--- config.mk ---
export PLATFORM = sky130hd
export DESIGN_NAME = sal_cell
export DESIGN_NICKNAME = d
export VERILOG_FILES = /design/src/rtl/shift_array_list_macros.svh /design/src/rtl/sal_pkg.sv /design/src/rtl/sal_cell.sv
export SDC_FILE = /design/constraint.sdc
export NUM_CORES = 1
export LEC_CHECK = 0
export BUFFER_PORTS_ARGS = -buffer_cell sky130_fd_sc_hd__buf_2
export CORE_ASPECT_RATIO = 1.75
export CORE_MARGIN = 8
export CORE_UTILIZATION = 40
export CTS_CLUSTER_DIAMETER = 80
export DETAILED_ROUTE_END_ITERATION = 6
export PLACE_DENSITY_LB_ADDON = 0.1
export SLEW_MARGIN = 0
export SYNTH_ARGS = -nofsm -noshare
export SYNTH_HDL_FRONTEND = slang
export SYNTH_SLANG_ARGS = --single-unit
--- constraint.sdc ---
create_clock -name clk -period 5.53 [get_ports clk]
set_input_delay 0.553 -clock clk [delete_from_list [all_inputs] [get_ports clk]]
set_output_delay 0.553 -clock clk [all_outputs]
set_load 0.01 [all_outputs]
--- src/rtl/shift_array_list_macros.svh ---
// Assertion helpers used by the list sequencer (sal_ctrl).
`ifndef SHIFT_ARRAY_LIST_MACROS_SVH
`define SHIFT_ARRAY_LIST_MACROS_SVH

// Same-cycle implication, inactive while reset is asserted.
`define SAL_ASSERT_IMPL(label, clk, rst_n, ante, cons) \
    label: assert property (@(posedge clk) disable iff (!rst_n) (ante) |-> (cons)) \
        else $error("shift_array_list: same-cycle check failed");

// Next-cycle implication, inactive while reset is asserted.
`define SAL_ASSERT_NEXT(label, clk, rst_n, ante, cons) \
    label: assert property (@(posedge clk) disable iff (!rst_n) (ante) |=> (cons)) \
        else $error("shift_array_list: next-cycle check failed");

`endif

--- src/rtl/sal_pkg.sv ---
`timescale 1ns / 1ps

package sal_pkg;

    // Default list capacity
    localparam int SAL_DEPTH = 64;

    // Word width of one entry
    localparam int SAL_WORD_W = 32;

    // Operation codes carried on the input tuser
    typedef enum logic [2:0] {
        OP_INS_FRONT = 3'd0,
        OP_INS_BACK  = 3'd1,
        OP_FIND      = 3'd2,
        OP_GET       = 3'd3,
        OP_REM_FRONT = 3'd4
    } sal_op_t;

    // Result status codes
    typedef enum logic [1:0] {
        STS_OK    = 2'd0,
        STS_FULL  = 2'd1,
        STS_EMPTY = 2'd2,
        STS_MISS  = 2'd3
    } sal_status_t;

    // Sequencer states
    typedef enum logic [1:0] {
        ST_IDLE,
        ST_SCAN,
        ST_FINISH
    } sal_state_t;

    // Action applied by every cell of the chain at once
    typedef enum logic [2:0] {
        CA_HOLD,
        CA_SHIFT_UP,
        CA_SHIFT_DOWN,
        CA_APPEND,
        CA_ROTATE
    } sal_cell_act_t;

    // Command broadcast from the sequencer to the cell chain
    typedef struct packed {
        sal_cell_act_t         act;
        logic [SAL_WORD_W-1:0] data;
    } sal_cell_ctl_t;

endpackage

--- src/rtl/sal_cell.sv ---
`timescale 1ns / 1ps

module sal_cell
    import sal_pkg::*;
#(
    parameter int POS   = 0,
    parameter int CNT_W = 7
)
(
    input  logic                  clk,
    input  sal_cell_ctl_t         ctl,
    input  logic [CNT_W-1:0]      count,
    input  logic [SAL_WORD_W-1:0] prev_entry,
    input  logic [SAL_WORD_W-1:0] next_entry,
    input  logic [SAL_WORD_W-1:0] head_entry,
    output logic [SAL_WORD_W-1:0] entry
);

    localparam logic [CNT_W-1:0] POS_C  = CNT_W'(POS);
    localparam logic [CNT_W-1:0] POS_P1 = CNT_W'(POS + 1);

    logic [SAL_WORD_W-1:0] entry_reg;
    logic [SAL_WORD_W-1:0] entry_next;

    // Pick the new entry from the neighbors, the broadcast word or the head
    always_comb
    begin
        entry_next = entry_reg;
        unique case (ctl.act)
            CA_HOLD:
            begin
                entry_next = entry_reg;
            end
            CA_SHIFT_UP:
            begin
                entry_next = prev_entry;
            end
            CA_SHIFT_DOWN:
            begin
                entry_next = next_entry;
            end
            CA_APPEND:
            begin
                if (count == POS_C)
                begin
                    entry_next = ctl.data;
                end
            end
            CA_ROTATE:
            begin
                // Used cells move one place toward the head, the tail takes the head
                if (count > POS_P1)
                begin
                    entry_next = next_entry;
                end
                else if (count == POS_P1)
                begin
                    entry_next = head_entry;
                end
            end
            default:
            begin
                entry_next = entry_reg;
            end
        endcase
    end

    // Hold the entry
    always_ff @(posedge clk)
    begin
        entry_reg <= entry_next;
    end

    assign entry = entry_reg;

endmodule

# Word-level counts from Yosys, hierarchy flattened

Index checks and enable logic that the tools add are counted.

Flip-flop bits (word level): 32
Input port bits: 139
Output and inout bits: 32
Logic and storage cells: 16

Magnitude comparators: 1
Equality and inequality tests: 7
Mux-type cells: 4
Reduce and logical (&&, ||, !) cells: 3

Operator list:

| operator           | number |
|---|---|
| $pmux 32 s4        | 1 |
| $mux 32            | 3 |
| $eq 7x1->1 const B | 1 |
| $gt 7x1->1 const B | 1 |
| $logic_not 7->1    | 1 |
| $eq 3x2->1 const B | 2 |
| $reduce_bool 4->1  | 1 |
| $eq 3x1->1 const B | 1 |
| $eq 3x3->1 const B | 1 |
| $ne 3x3->1 const B | 1 |
| $reduce_and 3->1   | 1 |
| $ne 2x2->1 const B | 1 |

# Depth between registers and ports, before layout

Word-level depth: 4
Gate-level depth with buffers: 6
Gate-level depth less buffers: 4

# Worst setup path before layout

OpenSTA, ideal clock, no wires.

Kind: input -> register
From: input count[6]
To: register entry_reg[0] (netlist: entry[0]), enable pin
Setup time: 0.470 ns
Arrival time: 3.686 ns
Required time: 5.060 ns
Path slack: 1.374 ns
Stages: 4
Buffers on the path: 0
Path through: nor4_1 -> nand2_1 -> o211a_1 -> o31ai_1

Cells in the longest elaborated chain, start to end: 3
Elaborated cells between the ends (all ways): 6
Those cells by class: 1 x order compare; 3 x eq/ne; 2 x reduce/logical

RTL lines:

| what                                                             | RTL line       | source |
|---|---|---|
| from (decl)                                                      | sal_cell.sv:12 | `input logic [CNT_W-1:0] count,` |
| $gt 7x1->1, or another cell as far along                         | sal_cell.sv:52 | `if (count > POS_P1)` |
| $ne 3x3->1 (no source line) / $ne 2x2->1 (equally long branches) | n/a            |  |
| $reduce_and 3->1 (no source line) *                              | n/a            |  |
| to (signal assigned)                                             | sal_cell.sv:71 | `entry_reg <= entry_next;` |
| to (decl)                                                        | sal_cell.sv:22 | `logic [SAL_WORD_W-1:0] entry_reg;` |

Mark *: on every way between the ends. The rest lies on a longest branch, timed or not.
A chain may end at the register's enable or synchronous reset.

# Worst setup path in the final report

From: input count[6]
To: register entry_reg[9] (netlist: entry[9]), enable pin

Same word-level chain as after synthesis.

==> run_results.csv <==
group,metric,value,unit
timing,slew_headroom,0.265,
yosys,synth_area_leaders,"edfxtp_1 (42%), mux2i_1 (14%), nor2_1 (11%)",
clock_tree,cts_max_level,2,
yosys,async_flop_share,0,
cells_and_area,final_util,0.583,
yosys,ys_warn_count,0,
yosys,synthesis.nets,398,
yosys,netlist.area_leader.share,0.424,
global_routing,antenna_found_initial,0,
run_status,status,"completed",
global_routing,grtUsageTotal,0.193,
placed_design,hpwlAfterDp,6440,µm
timing,timing.hold.ws,638,ps
worst_setup_path,crit_path_start_kind,"primary input",
timing,drv_slew,0,
floorplanning,core,5540,µm²
detailed_routing,wirelength,8360,µm
cells_and_area,drive_gt1_frac,0.444,
worst_setup_path,setup.worst_path.class,"primary input to flip-flop",
yosys,synth_most_common_cell,"nor2_1",
placed_design,port_buffers,170,
placed_design,gp_congestion,0.831,
cells_and_area,area.growth.synth_to_final,42.7,%
detailed_routing,drtIter0Drc,151,
floorplanning,die_h,116,µm
yosys,synth-seq-cells,32,
timing,fmax,353,MHz
clock_tree,cts.path.max_buffers,2,
floorplanning,rows,36,
pwr,power.leakage,1.70,nW
worst_setup_path,end_kind,"flip-flop",
global_routing,overflow,0,
cells_and_area,antennaDiodeCount,0,
timing,period_share,0.513,
timing,rsz0062_at_grt,"false",
detailed_routing,drcViolationCount,0,
yosys,synth-edff-count,32,
clock_tree,cts_buffers,5,
yosys,synth_top_area_cell,"edfxtp_1",
timing,min_period,2830,ps
detailed_routing,vias,2572,
job,maxCapViolCount,0,
timing,setup_slack,2700,ps
cells_and_area,final_nets,556,
clock_tree,cts_tree,"done",
clock_tree,cts-hold-fix-buffers,0,
placed_design,dp_slack,2400,ps
global_routing,grt_first_pass_wirelength,12900,µm
yosys,synthDistinctLibCells,20,
detailed_routing,first_pass_iters,4,
global_routing,grt_pass1_vias,2738,
yosys,ys_seq_area_frac,0.424,
detailed_routing,antenna_left,0,
timing,finalHoldViolCount,0,
timing,tns,0,ps
yosys,synth_area,2260,µm²
clock_tree,root_buffer,"clkbuf_8",
clock_tree,clkSlewWorstSetupHoldPaths,60,ps
floorplanning,die_x,72.9,µm
pwr,power.total,0.000662,W
cells_and_area,largest_register_ff_count,32,
detailed_routing,avgRoutedWirePerCell,17.0,µm
global_routing,grt_start_max_net_pins,38,
pwr,max-vdd-ir-drop,139,µV
worst_setup_path,required,5460,ps
detailed_routing,avgViaCountPerCell,5.22,
worst_setup_path,cp.arrival,2770,ps
clock_tree,post_cts_resized,0,
cells_and_area,fillerInstances,569,
yosys,syn_area_per_cell,8.74,µm²
clock_tree,clock-sinks,32,
min_path,hold_class,"primary input to flip-flop",
timing,finalSetupViolCount,0,
clock_tree,post_cts_buffers,0,
floorplanning,initial_core_util,0.409,
yosys,synth_common_cells,"nor2_1 (66), edfxtp_1 (32), mux2i_1 (32), o21ai_0 (32)",
yosys,syn_inst,259,
floorplanning,num_io_pins,171,
floorplanning,die_area,8420,µm²
timing,tightest_slew,1100,ps
yosys,synth-main-ff-cell,"edfxtp_1",
worst_setup_path,worstPathMaxFanout,34,
pwr,powerDensity,205,nW/µm²
## kinds of logic after synthesis
logic type | after synthesis | share of synthesized area
compound gates | 37 | 0.0873
mux | 32 | 0.141
flops | 32 | 0.424
buf+inv | 23 | 0.0475
simple gates | 135 | 0.299
## per-stage QoR
stage	cells	area [µm²]
detailed placement	486	3150
global route	493	3230
CTS	493	3230
global placement	486	3150
floorplan	259	2260
finish	493	3230
## power breakdown
part / internal [W] / switching, W
clock: 0.0000853 / 0.0000778
combinational: 0.0000865 / 0.0000967
sequential: 0.000307 / 0.00000865
## critical path: stages
cell and delay, ps:
buf_2 90, nor4_1 320, nand2_2 660, o211a_1 510, o31ai_4 210, buf_4 400
## per-layer routing
| layer | vias to the layer above | share of wire | track usage |
|---|---|---|---|
| met5 | - | 0 | 0 |
| met4 | 0 | 0.016 | 0.0618 |
| met3 | 12 | 0.084 | 0.0667 |
| met2 | 108 | 0.54 | 0.354 |
| met1 | 1180 | 0.36 | 0.194 |
| li1 | 1272 | - | - |
## placed cells by master (no fill, tap or decap), drive strengths merged
master,instances
nand2b,2
edfxtp,32
mux2i,32
o22ai,2
nand2,1
o211a,1
o21ai,32
nand3b,1
or4,31
or2,1
clkinv,1
nor4,1
o21a,1
buf,174
clkbuf,6
nor2b,1
nor2,66
o31ai,1
nor3,31
## area by class of cell
class	count	area [µm²]	share of cell area
clock inverters	1	5.00	0.00155
flip-flops and latches	32	961	0.297
repair buffers	174	881	0.273
clock buffers	6	72.6	0.0225
well taps	76	95.1	0.0294
multi-input cells	204	1220	0.377
## final timing paths
kind	depth (start not counted)	from	to
worst min-delay path	3	head_entry[2]	entry[2]$_DFFE_PP_
worst max-delay path	6	count[6]	entry[9]$_DFFE_PP_
Note: power is estimated with default switching activity, not from simulation.
