## config.mk

```make
export PLATFORM = sky130hd
export DESIGN_NAME = sal_ctrl
export DESIGN_NICKNAME = d
export VERILOG_FILES = /design/src/rtl/sal_pkg.sv /design/src/rtl/sal_ctrl.sv
export VERILOG_INCLUDE_DIRS = /design/src /design/src/rtl
export SDC_FILE = /design/constraint.sdc
export NUM_CORES = 1
export LEC_CHECK = 0
export ABC_AREA = 1
export BUFFER_PORTS_ARGS = -buffer_cell sky130_fd_sc_hd__buf_2
export CAP_MARGIN = 5
export CORE_MARGIN = 2
export CORE_UTILIZATION = 33
export DETAILED_ROUTE_END_ITERATION = 8
export GPL_TIMING_DRIVEN = 1
export PLACE_DENSITY = 0.66
export RECOVER_POWER = 25
export SLEW_MARGIN = 20
export SYNTH_ARGS = -nofsm -noshare
export SYNTH_HDL_FRONTEND = slang
export SYNTH_SLANG_ARGS = --single-unit
```

## constraint.sdc

```tcl
create_clock -name clk -period 9.3 [get_ports clk]
set_clock_uncertainty 0.1 [all_clocks]
set_input_delay 1.86 -clock clk [delete_from_list [all_inputs] [get_ports clk]]
set_output_delay 1.86 -clock clk [all_outputs]
set_load 0.02 [all_outputs]
```

## src/rtl/shift_array_list_macros.svh

```systemverilog
// Assertion helpers used by the list sequencer (sal_ctrl).
`ifndef SHIFT_ARRAY_LIST_MACROS_SVH
`define SHIFT_ARRAY_LIST_MACROS_SVH

// Same-cycle implication, inactive while reset is asserted.
`define SAL_ASSERT_IMPL(label, clk, rst_n, ante, cons) \
    label: assert property (@(posedge clk) disable iff (!rst_n) (ante) |-> (cons)) \
        else $error("shift_array_list: same-cycle check failed");

// Next-cycle implication, inactive while reset is asserted.
`define SAL_ASSERT_NEXT(label, clk, rst_n, ante, cons) \
    label: assert property (@(posedge clk) disable iff (!rst_n) (ante) |=> (cons)) \
        else $error("shift_array_list: next-cycle check failed");

`endif

```

## src/rtl/sal_pkg.sv

```systemverilog
`timescale 1ns / 1ps

package sal_pkg;

    // Default list capacity
    localparam int SAL_DEPTH = 64;

    // Word width of one entry
    localparam int SAL_WORD_W = 32;

    // Operation codes carried on the input tuser
    typedef enum logic [2:0] {
        OP_INS_FRONT = 3'd0,
        OP_INS_BACK  = 3'd1,
        OP_FIND      = 3'd2,
        OP_GET       = 3'd3,
        OP_REM_FRONT = 3'd4
    } sal_op_t;

    // Result status codes
    typedef enum logic [1:0] {
        STS_OK    = 2'd0,
        STS_FULL  = 2'd1,
        STS_EMPTY = 2'd2,
        STS_MISS  = 2'd3
    } sal_status_t;

    // Sequencer states
    typedef enum logic [1:0] {
        ST_IDLE,
        ST_SCAN,
        ST_FINISH
    } sal_state_t;

    // Action applied by every cell of the chain at once
    typedef enum logic [2:0] {
        CA_HOLD,
        CA_SHIFT_UP,
        CA_SHIFT_DOWN,
        CA_APPEND,
        CA_ROTATE
    } sal_cell_act_t;

    // Command broadcast from the sequencer to the cell chain
    typedef struct packed {
        sal_cell_act_t         act;
        logic [SAL_WORD_W-1:0] data;
    } sal_cell_ctl_t;

endpackage

```

## src/rtl/sal_ctrl.sv

```systemverilog
`timescale 1ns / 1ps
`include "shift_array_list_macros.svh"

module sal_ctrl
    import sal_pkg::*;
#(
    parameter  int DEPTH = SAL_DEPTH,
    localparam int IDX_W = $clog2(DEPTH),
    localparam int CNT_W = $clog2(DEPTH + 1)
)
(
    input  logic                  clk,
    input  logic                  rst_n,
    // Operation side
    input  logic                  in_valid,
    output logic                  in_ready,
    input  logic [2:0]            in_op,
    input  logic [SAL_WORD_W-1:0] in_value,
    input  logic [IDX_W-1:0]      in_index,
    // Cell chain
    input  logic [SAL_WORD_W-1:0] head_entry,
    output sal_cell_ctl_t         cell_ctl,
    output logic [CNT_W-1:0]      count,
    // Result side
    output logic                  out_valid,
    input  logic                  out_ready,
    output logic [SAL_WORD_W-1:0] out_read_value,
    output logic [IDX_W-1:0]      out_position,
    output logic                  out_found,
    output sal_status_t           out_status,
    output logic [CNT_W-1:0]      out_count
);

    localparam logic [CNT_W-1:0] DEPTH_C = CNT_W'(DEPTH);
    localparam logic [CNT_W-1:0] ONE_C   = CNT_W'(1);

    sal_state_t state_reg, state_next;

    logic [CNT_W-1:0]      count_reg, count_next;
    logic [IDX_W-1:0]      step_reg, step_next;
    logic [SAL_WORD_W-1:0] key_reg, key_next;
    logic [IDX_W-1:0]      idx_reg, idx_next;
    logic                  find_reg, find_next;
    logic                  hit_reg, hit_next;
    logic [IDX_W-1:0]      pos_reg, pos_next;
    logic [SAL_WORD_W-1:0] rd_reg, rd_next;

    logic                  out_valid_reg, out_valid_next;
    logic [SAL_WORD_W-1:0] out_read_value_reg, out_read_value_next;
    logic [IDX_W-1:0]      out_position_reg, out_position_next;
    logic                  out_found_reg, out_found_next;
    sal_status_t           out_status_reg, out_status_next;
    logic [CNT_W-1:0]      out_count_reg, out_count_next;

    logic    out_free;
    logic    accept;
    logic    scan_start;
    logic    last_step;
    sal_op_t op;

    assign op        = sal_op_t'(in_op);
    assign out_free  = !out_valid_reg || out_ready;
    assign in_ready  = (state_reg == ST_IDLE) && out_free;
    assign accept    = in_valid && in_ready;
    assign last_step = (CNT_W'(step_reg) + ONE_C) == count_reg;

    // Find and get with something to look at walk the chain
    always_comb
    begin
        scan_start = 1'b0;
        if (accept)
        begin
            if (op == OP_FIND)
            begin
                scan_start = (count_reg != '0);
            end
            else if (op == OP_GET)
            begin
                scan_start = (CNT_W'(in_index) < count_reg);
            end
        end
    end

    // Next state
    always_comb
    begin
        state_next = state_reg;
        unique case (state_reg)
            ST_IDLE:
            begin
                if (scan_start)
                begin
                    state_next = ST_SCAN;
                end
            end
            ST_SCAN:
            begin
                if (last_step)
                begin
                    state_next = ST_FINISH;
                end
            end
            ST_FINISH:
            begin
                if (out_free)
                begin
                    state_next = ST_IDLE;
                end
            end
            default:
            begin
                state_next = ST_IDLE;
            end
        endcase
    end

    // Cell commands, scan bookkeeping and result loading
    always_comb
    begin
        cell_ctl.act        = CA_HOLD;
        cell_ctl.data       = in_value;
        count_next          = count_reg;
        step_next           = step_reg;
        key_next            = key_reg;
        idx_next            = idx_reg;
        find_next           = find_reg;
        hit_next            = hit_reg;
        pos_next            = pos_reg;
        rd_next             = rd_reg;
        out_valid_next      = out_valid_reg && !out_ready;
        out_read_value_next = out_read_value_reg;
        out_position_next   = out_position_reg;
        out_found_next      = out_found_reg;
        out_status_next     = out_status_reg;
        out_count_next      = out_count_reg;

        unique case (state_reg)
            ST_IDLE:
            begin
                if (accept)
                begin
                    out_read_value_next = '0;
                    out_position_next   = '0;
                    out_found_next      = 1'b0;
                    out_status_next     = STS_OK;
                    out_valid_next      = !scan_start;
                    unique case (op) inside
                        OP_INS_FRONT:
                        begin
                            if (count_reg == DEPTH_C)
                            begin
                                out_status_next = STS_FULL;
                            end
                            else
                            begin
                                cell_ctl.act = CA_SHIFT_UP;
                                count_next   = count_reg + ONE_C;
                            end
                        end
                        OP_INS_BACK:
                        begin
                            if (count_reg == DEPTH_C)
                            begin
                                out_status_next = STS_FULL;
                            end
                            else
                            begin
                                cell_ctl.act = CA_APPEND;
                                count_next   = count_reg + ONE_C;
                            end
                        end
                        OP_REM_FRONT:
                        begin
                            if (count_reg == '0)
                            begin
                                out_status_next = STS_EMPTY;
                            end
                            else
                            begin
                                cell_ctl.act = CA_SHIFT_DOWN;
                                count_next   = count_reg - ONE_C;
                            end
                        end
                        OP_FIND, OP_GET:
                        begin
                            out_status_next = STS_MISS;
                            key_next        = in_value;
                            idx_next        = in_index;
                            find_next       = (op == OP_FIND);
                            hit_next        = 1'b0;
                            pos_next        = '0;
                            rd_next         = '0;
                            step_next       = '0;
                        end
                        default:
                        begin
                            out_status_next = STS_MISS;
                        end
                    endcase
                    out_count_next = count_next;
                end
            end
            ST_SCAN:
            begin
                // Compare the word passing the head, then advance the ring
                cell_ctl.act = CA_ROTATE;
                step_next    = step_reg + IDX_W'(1);
                if (find_reg)
                begin
                    if (!hit_reg && (head_entry == key_reg))
                    begin
                        hit_next = 1'b1;
                        pos_next = step_reg;
                    end
                end
                else if (step_reg == idx_reg)
                begin
                    hit_next = 1'b1;
                    rd_next  = head_entry;
                end
            end
            ST_FINISH:
            begin
                if (out_free)
                begin
                    out_valid_next      = 1'b1;
                    out_read_value_next = rd_reg;
                    out_position_next   = pos_reg;
                    out_found_next      = hit_reg;
                    out_status_next     = hit_reg ? STS_OK : STS_MISS;
                    out_count_next      = count_reg;
                end
            end
            default:
            begin
                cell_ctl.act = CA_HOLD;
            end
        endcase
    end

    // Control registers
    always_ff @(posedge clk or negedge rst_n)
    begin
        if (!rst_n)
        begin
            state_reg     <= ST_IDLE;
            count_reg     <= '0;
            out_valid_reg <= 1'b0;
        end
        else
        begin
            state_reg     <= state_next;
            count_reg     <= count_next;
            out_valid_reg <= out_valid_next;
        end
    end

    // Scan and result payload
    always_ff @(posedge clk)
    begin
        step_reg           <= step_next;
        key_reg            <= key_next;
        idx_reg            <= idx_next;
        find_reg           <= find_next;
        hit_reg            <= hit_next;
        pos_reg            <= pos_next;
        rd_reg             <= rd_next;
        out_read_value_reg <= out_read_value_next;
        out_position_reg   <= out_position_next;
        out_found_reg      <= out_found_next;
        out_status_reg     <= out_status_next;
        out_count_reg      <= out_count_next;
    end

    assign count          = count_reg;
    assign out_valid      = out_valid_reg;
    assign out_read_value = out_read_value_reg;
    assign out_position   = out_position_reg;
    assign out_found      = out_found_reg;
    assign out_status     = out_status_reg;
    assign out_count      = out_count_reg;

    // Checks
    `SAL_ASSERT_IMPL(a_count_bound, clk, rst_n, 1'b1, count_reg <= DEPTH_C)
    `SAL_ASSERT_IMPL(a_step_in_use, clk, rst_n, state_reg == ST_SCAN, CNT_W'(step_reg) < count_reg)
    `SAL_ASSERT_NEXT(a_scan_keeps_count, clk, rst_n, state_reg == ST_SCAN, $stable(count_reg))
    `SAL_ASSERT_IMPL(a_found_is_ok, clk, rst_n, out_valid_reg && out_found_reg, out_status_reg == STS_OK)

endmodule

```

# [Word-level counts from Yosys, hierarchy flattened]
# Index checks and enable logic that the tools add are counted.
[word_totals] reg_bits=142 in_bits=77 out_inout_bits=92
[op_classes] eq_ne=21 order_cmp=1 add_sub_neg=4 n_mux=55 n_reduce_logical=25
[ops] op="$mux W32" count=6
[ops] op="$pmux W32 S2" count=2
[ops] op="$mux W6" count=6
[ops] op="$pmux W6 S2" count=3
[ops] op="$eq A32 B32 Y1" count=1
[ops] op="$mux W7" count=4
[ops] op="$pmux W7 S2" count=2
[ops] op="$mux W2" count=10
[ops] op="$ne A2 B2 Y1 const B" count=8
[ops] op="$reduce_and A5 Y1" count=3
[ops] op="$mux W1" count=14
[ops] op="$pmux W2 S3" count=2
[ops] op="$reduce_and A3 Y1" count=4
[ops] op="$pmux W2 S2" count=2
[ops] op="$add A6 B1 Y7 const B" count=1
[ops] op="$add A7 B1 Y7 const B" count=1
[ops] op="$eq A7 B7 Y1" count=1
[ops] op="$eq A7 B7 Y1 const B" count=1
[ops] op="$logic_not A7 Y1" count=1
[ops] op="$lt A6 B7 Y1" count=1
[ops] op="$reduce_bool A7 Y1" count=1
[ops] op="$sub A7 B1 Y7 const B" count=1
[ops] op="$add A6 B1 Y6 const B" count=1
[ops] op="$eq A3 B2 Y1 const B" count=2
[ops] op="other kinds (17)" count=28

# [Depth between registers and ports, before layout]
# Gate-level depths: netlist (run 1).
[logic_depth] word_depth=8 ltp_mapped=11 mapped_depth_nobuf=11

# [Worst setup path after synthesis (run 1)]
# Ideal clock, no wire load.
[synth_path] kind="input-to-reg" from="input out_ready" to="register out_count_reg[0] (netlist: out_count[0]), enable pin" setup_ns=0.520 path_slack_ns=3.352 path_stages=2 arrival_ns=5.328 required_ns=8.680 cell_sequence="nor2_1 -> o21ai_0"
[synth_via] elab_chain_len=5 elab_cells_between_ends=6 classes_between="2 x eq/ne; 4 x reduce/logical"
[synth_lines] element="start, declared" line_no="sal_ctrl.sv:26" text="input logic out_ready,"
[synth_lines] element="$logic_or A1 B1 Y1 *" line_no="sal_ctrl.sv:62" text="assign out_free = !out_valid_reg || out_ready;"
[synth_lines] element="$logic_and A1 B1 Y1" line_no="sal_ctrl.sv:63" text="assign in_ready = (state_reg == ST_IDLE) && out_free;"
[synth_lines] element="$logic_and A1 B1 Y1" line_no="sal_ctrl.sv:64" text="assign accept = in_valid && in_ready;"
[synth_lines] element="$ne A2 B2 Y1 (no line)"
[synth_lines] element="$reduce_and A3 Y1 (no line) *"
[synth_lines] element="end signal, assigned" line_no="sal_ctrl.sv:272" text="out_count_reg <= out_count_next;"
[synth_lines] element="end, declared" line_no="sal_ctrl.sv:53" text="logic [CNT_W-1:0] out_count_reg, out_count_next;"
# Every way passes the cells marked *; elsewhere a longest branch is shown, timed or not.
# A chain may end at the register's enable or synchronous reset.

==> results of run 1 <==
==> power groups by stage <==
stage          clock network, W  logic [W]  registers (W)
4_1_cts                0.000657   0.000677       0.000935
2_1_floorplan                 0   0.000399        0.00102
6_report               0.000640   0.000669       0.000933
5_1_grt                0.000681   0.000742       0.000947
3_5_place_dp                  0   0.000673       0.000948
3_3_place_gp                  0   0.000667       0.000945
==> cell families (layout without fill, tap and decap cells) <==
| kind of cell | count (synthesis) | after routing |
|---|---|---|
| and+or+nand+nor | 285 | 285 |
| buffers and inverters | 173 | 332 |
| DFF | 142 | 142 |
| AOI/OAI and AO/OA | 45 | 45 |
| xor gates and xnor gates | 25 | 25 |
| adders and majority gates | 8 | 8 |
==> cells in the mapped netlist <==
master,number
o21ai_0,18
nand4_1,7
nand2_1,121
o211ai_1,1
clkbuf_1,3
xor2_2,1
a21oi_1,12
o31ai_1,1
buf_4,34
or2_2,4
nand3_1,17
nor3_1,1
o21ai_2,3
nand2_2,4
nor2_2,2
nor2_1,120
nor3_2,1
xnor2_1,11
o21a_1,1
nand4_4,1
edfxtp_1,132
o21ai_1,5
nor3_4,1
nand3b_1,1
xor2_1,13
buf_2,7
o211ai_2,1
o22ai_1,1
o21ai_4,1
dfrtp_1,10
nand3_2,3
ha_1,8
nor2_4,2
inv_1,121
a22oi_1,1
inv_2,8
==> area by class of cell <==
type / count / area share [%]
multi-input combinational: 363 / 22.1
timing repair buffer: 171 / 10.2
clock inverter: 14 / 1.62
clock buffer: 18 / 5.19
tap: 270 / 4.08
inverter: 129 / 5.85
sequential: 142 / 50.9
==> layer usage <==
layer  global-route usage, %  up-vias  part of all wire [%]
met5                       0        -                     0
met4                    6.44        0                   2.4
met3                    3.18       23                   4.7
met2                    23.3      133                    50
met1                    17.2     2179                    43
li1                        -     2412                     -
==> through the flow <==
stage	instances	util, %	power (W)
2_1_floorplan	678	-	0.00142
3_3_place_gp	1075	38.2	0.00161
4_1_cts	1107	41.0	0.00227
5_1_grt	1107	40.9	0.00237
6_report	1107	40.9	0.00224
3_5_place_dp	1075	38.2	0.00162
==> worst max-delay path: stages <==
cell	delay, ns
buf_2	0.09
nor2_1	0.28
inv_1	0.07
nand2_1	0.10
inv_2	0.04
nand2_2	0.20
nor2_1	0.09
buf_2	0.16
==> how the worst max path moves through the flow <==
stage               startpoint                      to  cells past startpoint
global placement     out_ready            cell_ctl[32]                      8
floorplan            out_ready  out_count[0]$_DFFE_PP_                      2
finish               out_ready            cell_ctl[33]                      8
detailed placement   out_ready            cell_ctl[33]                      8
global route         out_ready            cell_ctl[33]                      8
CTS                  out_ready            cell_ctl[33]                      8
==> impl_results.md, run 1 <==
* Routed vias at 4,747
* Post-Synth Adder-Cell Area at 1.47%
* Mapped Cells at 678
* Most frequent cells in the layout: 150 x buf_2, 132 x edfxtp_1, 121 x inv_1, 121 x nand2_1, 120 x nor2_1
* First-pass GRT wire length at 23,100 µm
* Post-Synth Simple-Gate Area at 17.8%
* Placed Area at 0.00773 mm²
* Reg2Reg Capture Point: out_read_value[5]$_SDFFCE_PN0P_
* Crit-path max FO at 9
* Largest family of logic cells by synthesized area: simple AND/OR/NAND/NOR gates
* Drt pass-1 iters at 4
* R2R Path Start: state_reg[0]$_DFFE_PN0P_
* Compound-Gate Fraction of Synth Area at 3.92%
* Die H at 148 µm
* Setup violators final at 0
* Vias in the first global route at 4,422
* Area leader, netlist: edfxtp_1
* Register area share after synthesis at 62.0%
* Crit path kind: in -> out
* Sequential Area at 0.00421 mm²
* Area of the die at 0.0218 mm²
* WHS at 0.439 ns
* Max Slew Vio Count at 101
* HP Start: pos_reg[1]$_SDFFCE_PN0P_
* Main area contributors after synthesis: edfxtp_1 58%, inv_1 6.7%, nand2_1 6.7%
* R2R Setup Slk at 5.63 ns
* #FFs+latches synth at 142
* Layout cells sized above 1 at 25.8%
* Worst slew margin at -24.6%
* Htree depth at 4
* Endpoints failing hold at 0
* Worst setup EP type: primary output
* Worst-Skew Late Latency at 0.42 ns
* Average routed wire per standard cell at 13.3 µm
* Routed wire length at 14,800 µm
* P_int at 0.00143 W
* CTS clk-pin slew, worst paths at 0.06 ns
* DR iter-0 viols at 306
* Pwr Density at 271 mW/mm²
* Combinational power share at 29.8%
* CTS tree: built
* Row count at 52
* Status: finished, violations left
* Post-CTS Hold Fix Bufs at 0
* WHS Endpoint: out_position[1]$_SDFFCE_PN0P_
* Fin area at 0.00827 mm²
* Setup bufs post-CTS at 0
* Area of the multi-input gates at 0.00183 mm²
* Lkg Pwr at 3.76 nW
* Post-CTS sizing at 0
* Antenna fix cells at 0
* Net Count, Synth at 763
* Clock sinks at 142
* Post-layout nets at 909
* RSZ-0062 raised after global routing: false
* Setup tns final at 0 ns
* Initial core utilization at 33.6%
* Synthesized area per cell at 10.0 µm²
* Die Width at 148 µm
* Fillers at 1,956
* XOR/XNOR share of the synthesized area at 3.33%
* Worst vdd ir at 0.000122 V
* Area grow syn2layout at 21.6%
* Switching share of power at 36.1%
* Root Driver: clkbuf_16
* Worst Reg-to-Reg Cells at 4
* Failing checks: capacitance limit, slew limit
* Clock share of power at 28.5%
* IO buf count at 168
* Vias/cell at 4.29
* Most common cell after layout, fill and taps aside: buf_2
* Yosys cell types at 36
* Initial antenna violation count at 0
* Fin crit share at 52.3%
* I/O pin total at 169
* CTS max path bufs at 2
* Critical path data required time at 7.34 ns
* Startpoint types: input pin
* Critical path arrival at 2.90 ns
* Share of the synthesized area in the top cell type at 58.3%
* Largest net degree at the start of global routing at 52
* Hold crit path type: reg -> reg
* Drc violations at 0
* Tmin final at 4.86 ns
* Total global routing overflow at 0
* GRT Resource Usage Total at 13.9%
* Worst Hold Path Cells at 2
* Syn Std Cell Area at 0.00680 mm²
* Core Region at 0.0202 mm²
* ANT nets after route at 0
* Gpl congestion at 0.840
* Dpl ws at 4.44 ns
* DP Wirelength at 11,000 µm
* Worst Tran Pin Value at 1.87 ns
* Mux cell area share after synthesis at 0%
* Max Freq at 0.206 GHz
* Max-Cap Viols at 2
* Psw at 0.000810 W
* Worst Slack Setup Final at 4.44 ns
* CTS Buf Count at 17
* Synthesis Warnings at 0
* Sequential Power Share at 41.6%
No activity file was read; power rests on OpenSTA's default activity.
==> run 2, diff against run 1 <==
- PLACE_DENSITY: 0.66 -> 0.68
- clock period: 9.3 -> 4.27 ns (I/O delays scaled with it)
==> impl_results.md, run 2 (synthesis results as in run 1) <==
* Status: finished, violations left
* Failing checks: capacitance limit, slew limit
* Total global routing overflow at 0 (unchanged)
* Crit path kind: reg -> out
* CTS clk-pin slew, worst paths at 0.06 ns (about the same)
* Htree depth at 4 (unchanged)
* Critical path arrival at 2.13 ns (-0.77 ns)
* Clock share of power at 28.5% (about the same)
* Max Slew Vio Count at 49 (-51%)
* Critical path data required time at 3.32 ns (-4.02 ns)
* Fillers at 2,006 (+2.6%)
* Vias/cell at 4.21 (-1.9%)
* Startpoint types: flop
* Worst setup EP type: primary output
* Gpl congestion at 0.848 (+0.99%)
* Setup tns final at 0 ns (unchanged)
* ANT nets after route at 0 (unchanged)
* IO buf count at 168 (unchanged)
* Area of the die at 0.0218 mm² (unchanged)
* Routed vias at 4,655 (-1.9%)
* Most common cell after layout, fill and taps aside: buf_2
* I/O pin total at 169 (unchanged)
* Area grow syn2layout at 21.4%
* Lkg Pwr at 3.75 nW (-0.11%)
* R2R Path Start: state_reg[0]$_DFFE_PN0P_
* GRT Resource Usage Total at 13.6% (-0.29 points)
* Antenna fix cells at 0 (unchanged)
* Die Width at 148 µm (unchanged)
* Root Driver: clkbuf_16
* DP Wirelength at 10,500 µm (-4.2%)
* Fin crit share at 72.2%
* Initial core utilization at 33.6% (unchanged)
* Endpoints failing hold at 0 (unchanged)
* Drt pass-1 iters at 4 (unchanged)
* Psw at 0.00173 W (+110%)
* Routed wire length at 14,300 µm (-3.2%)
* Drc violations at 0 (unchanged)
* P_int at 0.00311 W (+120%)
* Average routed wire per standard cell at 12.9 µm (-3.2%)
* Initial antenna violation count at 0 (unchanged)
* Die H at 148 µm (unchanged)
* Clock sinks at 142 (unchanged)
* Most frequent cells in the layout: 149 x buf_2, 132 x edfxtp_1, 121 x inv_1, 121 x nand2_1, 120 x nor2_1
* Vias in the first global route at 4,580 (+3.6%)
* Max-Cap Viols at 1 (-1)
* Combinational power share at 29.7% (about the same)
* First-pass GRT wire length at 22,800 µm (-1.5%)
* Setup bufs post-CTS at 0 (unchanged)
* Post-Route Utilization at 40.8% (-0.056 points)
* Worst Tran Pin Value at 1.53 ns (-0.336 ns)
* RSZ-0062 raised after global routing: false
* Post-Place Cells at 1,076 (+0.093%)
* Post-CTS Hold Fix Bufs at 0 (unchanged)
* Post-CTS sizing at 0 (unchanged)
* Post-layout nets at 910 (+0.11%)
* Non-filler cells in the finished layout at 1,107 (unchanged)
* DR iter-0 viols at 189 (-38%)
* Sequential Power Share at 41.8% (+0.2 points)
* Row count at 52 (unchanged)
* CTS Buf Count at 17 (unchanged)
* Crit-path max FO at 6 (-3)
* Worst-Skew Late Latency at 0.42 ns (about the same)
* Max Freq at 0.325 GHz
* Setup violators final at 0 (unchanged)
* Switching share of power at 35.8% (-0.37 points)
* Layout cells sized above 1 at 25.7% (-0.12 points)
* Worst vdd ir at 0.000270 V (+120%)
* CTS max path bufs at 2 (unchanged)
* Core Region at 0.0202 mm² (unchanged)
* Critical Path Start: count[1]$_DFFE_PN0P_
* Largest net degree at the start of global routing at 51 (-1.9%)
* Hold crit path type: in -> async
* Worst slew margin at -2.04% (+23 points)
* Tmin final at 3.08 ns
* CTS tree: built
* Pwr Density at 585 mW/mm² (+120%)
## run 2: worst max-delay path, stage by stage (launching register included)
cell	delay, ns
dfrtp_1	0.47
inv_1	0.21
ha_1	0.31
nand4_4	0.18
nor2_4	0.16
nor2_4	0.07
nor2_1	0.10
nor2_1	0.05
buf_2	0.16
## run 2: layout make-up
cell class / instances / area (µm²) / area share, %
multi-input cells: 363 / 1830 / 22.2
inverters: 129 / 484 / 5.86
flip-flops and latches: 142 / 4210 / 51.0
clock inverters: 14 / 120 / 1.45
well taps: 270 / 338 / 4.09
clock buffers: 17 / 425 / 5.15
repair buffers: 172 / 847 / 10.3
## run 2: power groups by stage
stage | clock network [W] | registers [W] | logic (W)
final | 0.00138 | 0.00202 | 0.00143
after global routing | 0.00146 | 0.00206 | 0.00161
after CTS | 0.00141 | 0.00203 | 0.00145
after detailed placement | 0 | 0.00205 | 0.00144
after global placement | 0 | 0.00205 | 0.00142
after floorplan | 0 | 0.00221 | 0.000870
## run 2: layer usage
layer / part of all wire (%) / vias up / GRT usage, %
met1: 44 / 2091 / 16.7
met5: 0 / - / 0
met4: 2.9 / 0 / 7.07
met3: 4.9 / 33 / 3.06
met2: 48 / 119 / 22.7
li1: - / 2412 / -
## run 2: worst paths after layout
check                                                   end  slack, ns  depth (start not counted)
min reg2reg                out_read_value[26]$_SDFFCE_PN0P_       0.44                          2
max in group asynchronous              count[0]$_DFFE_PN0P_       3.32                          1
max reg2reg                        pos_reg[3]$_SDFFCE_PN0P_       1.23                          6
min                                    count[1]$_DFFE_PN0P_       0.33                          1
max                                            cell_ctl[33]       1.19                          8
min in group clk           out_read_value[26]$_SDFFCE_PN0P_       0.44                          2
## run 2: per-stage QoR
step	area, µm²	total power, W	hold slack, ns	setup WS [ns]
after global routing	8260	0.00513	0.339	0.846
after detailed placement	7740	0.00350	0.433	1.21
final	8260	0.00483	0.326	1.19
after floorplan	6800	0.00308	0.419	0.234
after CTS	8290	0.00489	0.189	1.19
after global placement	7740	0.00347	0.422	1.28
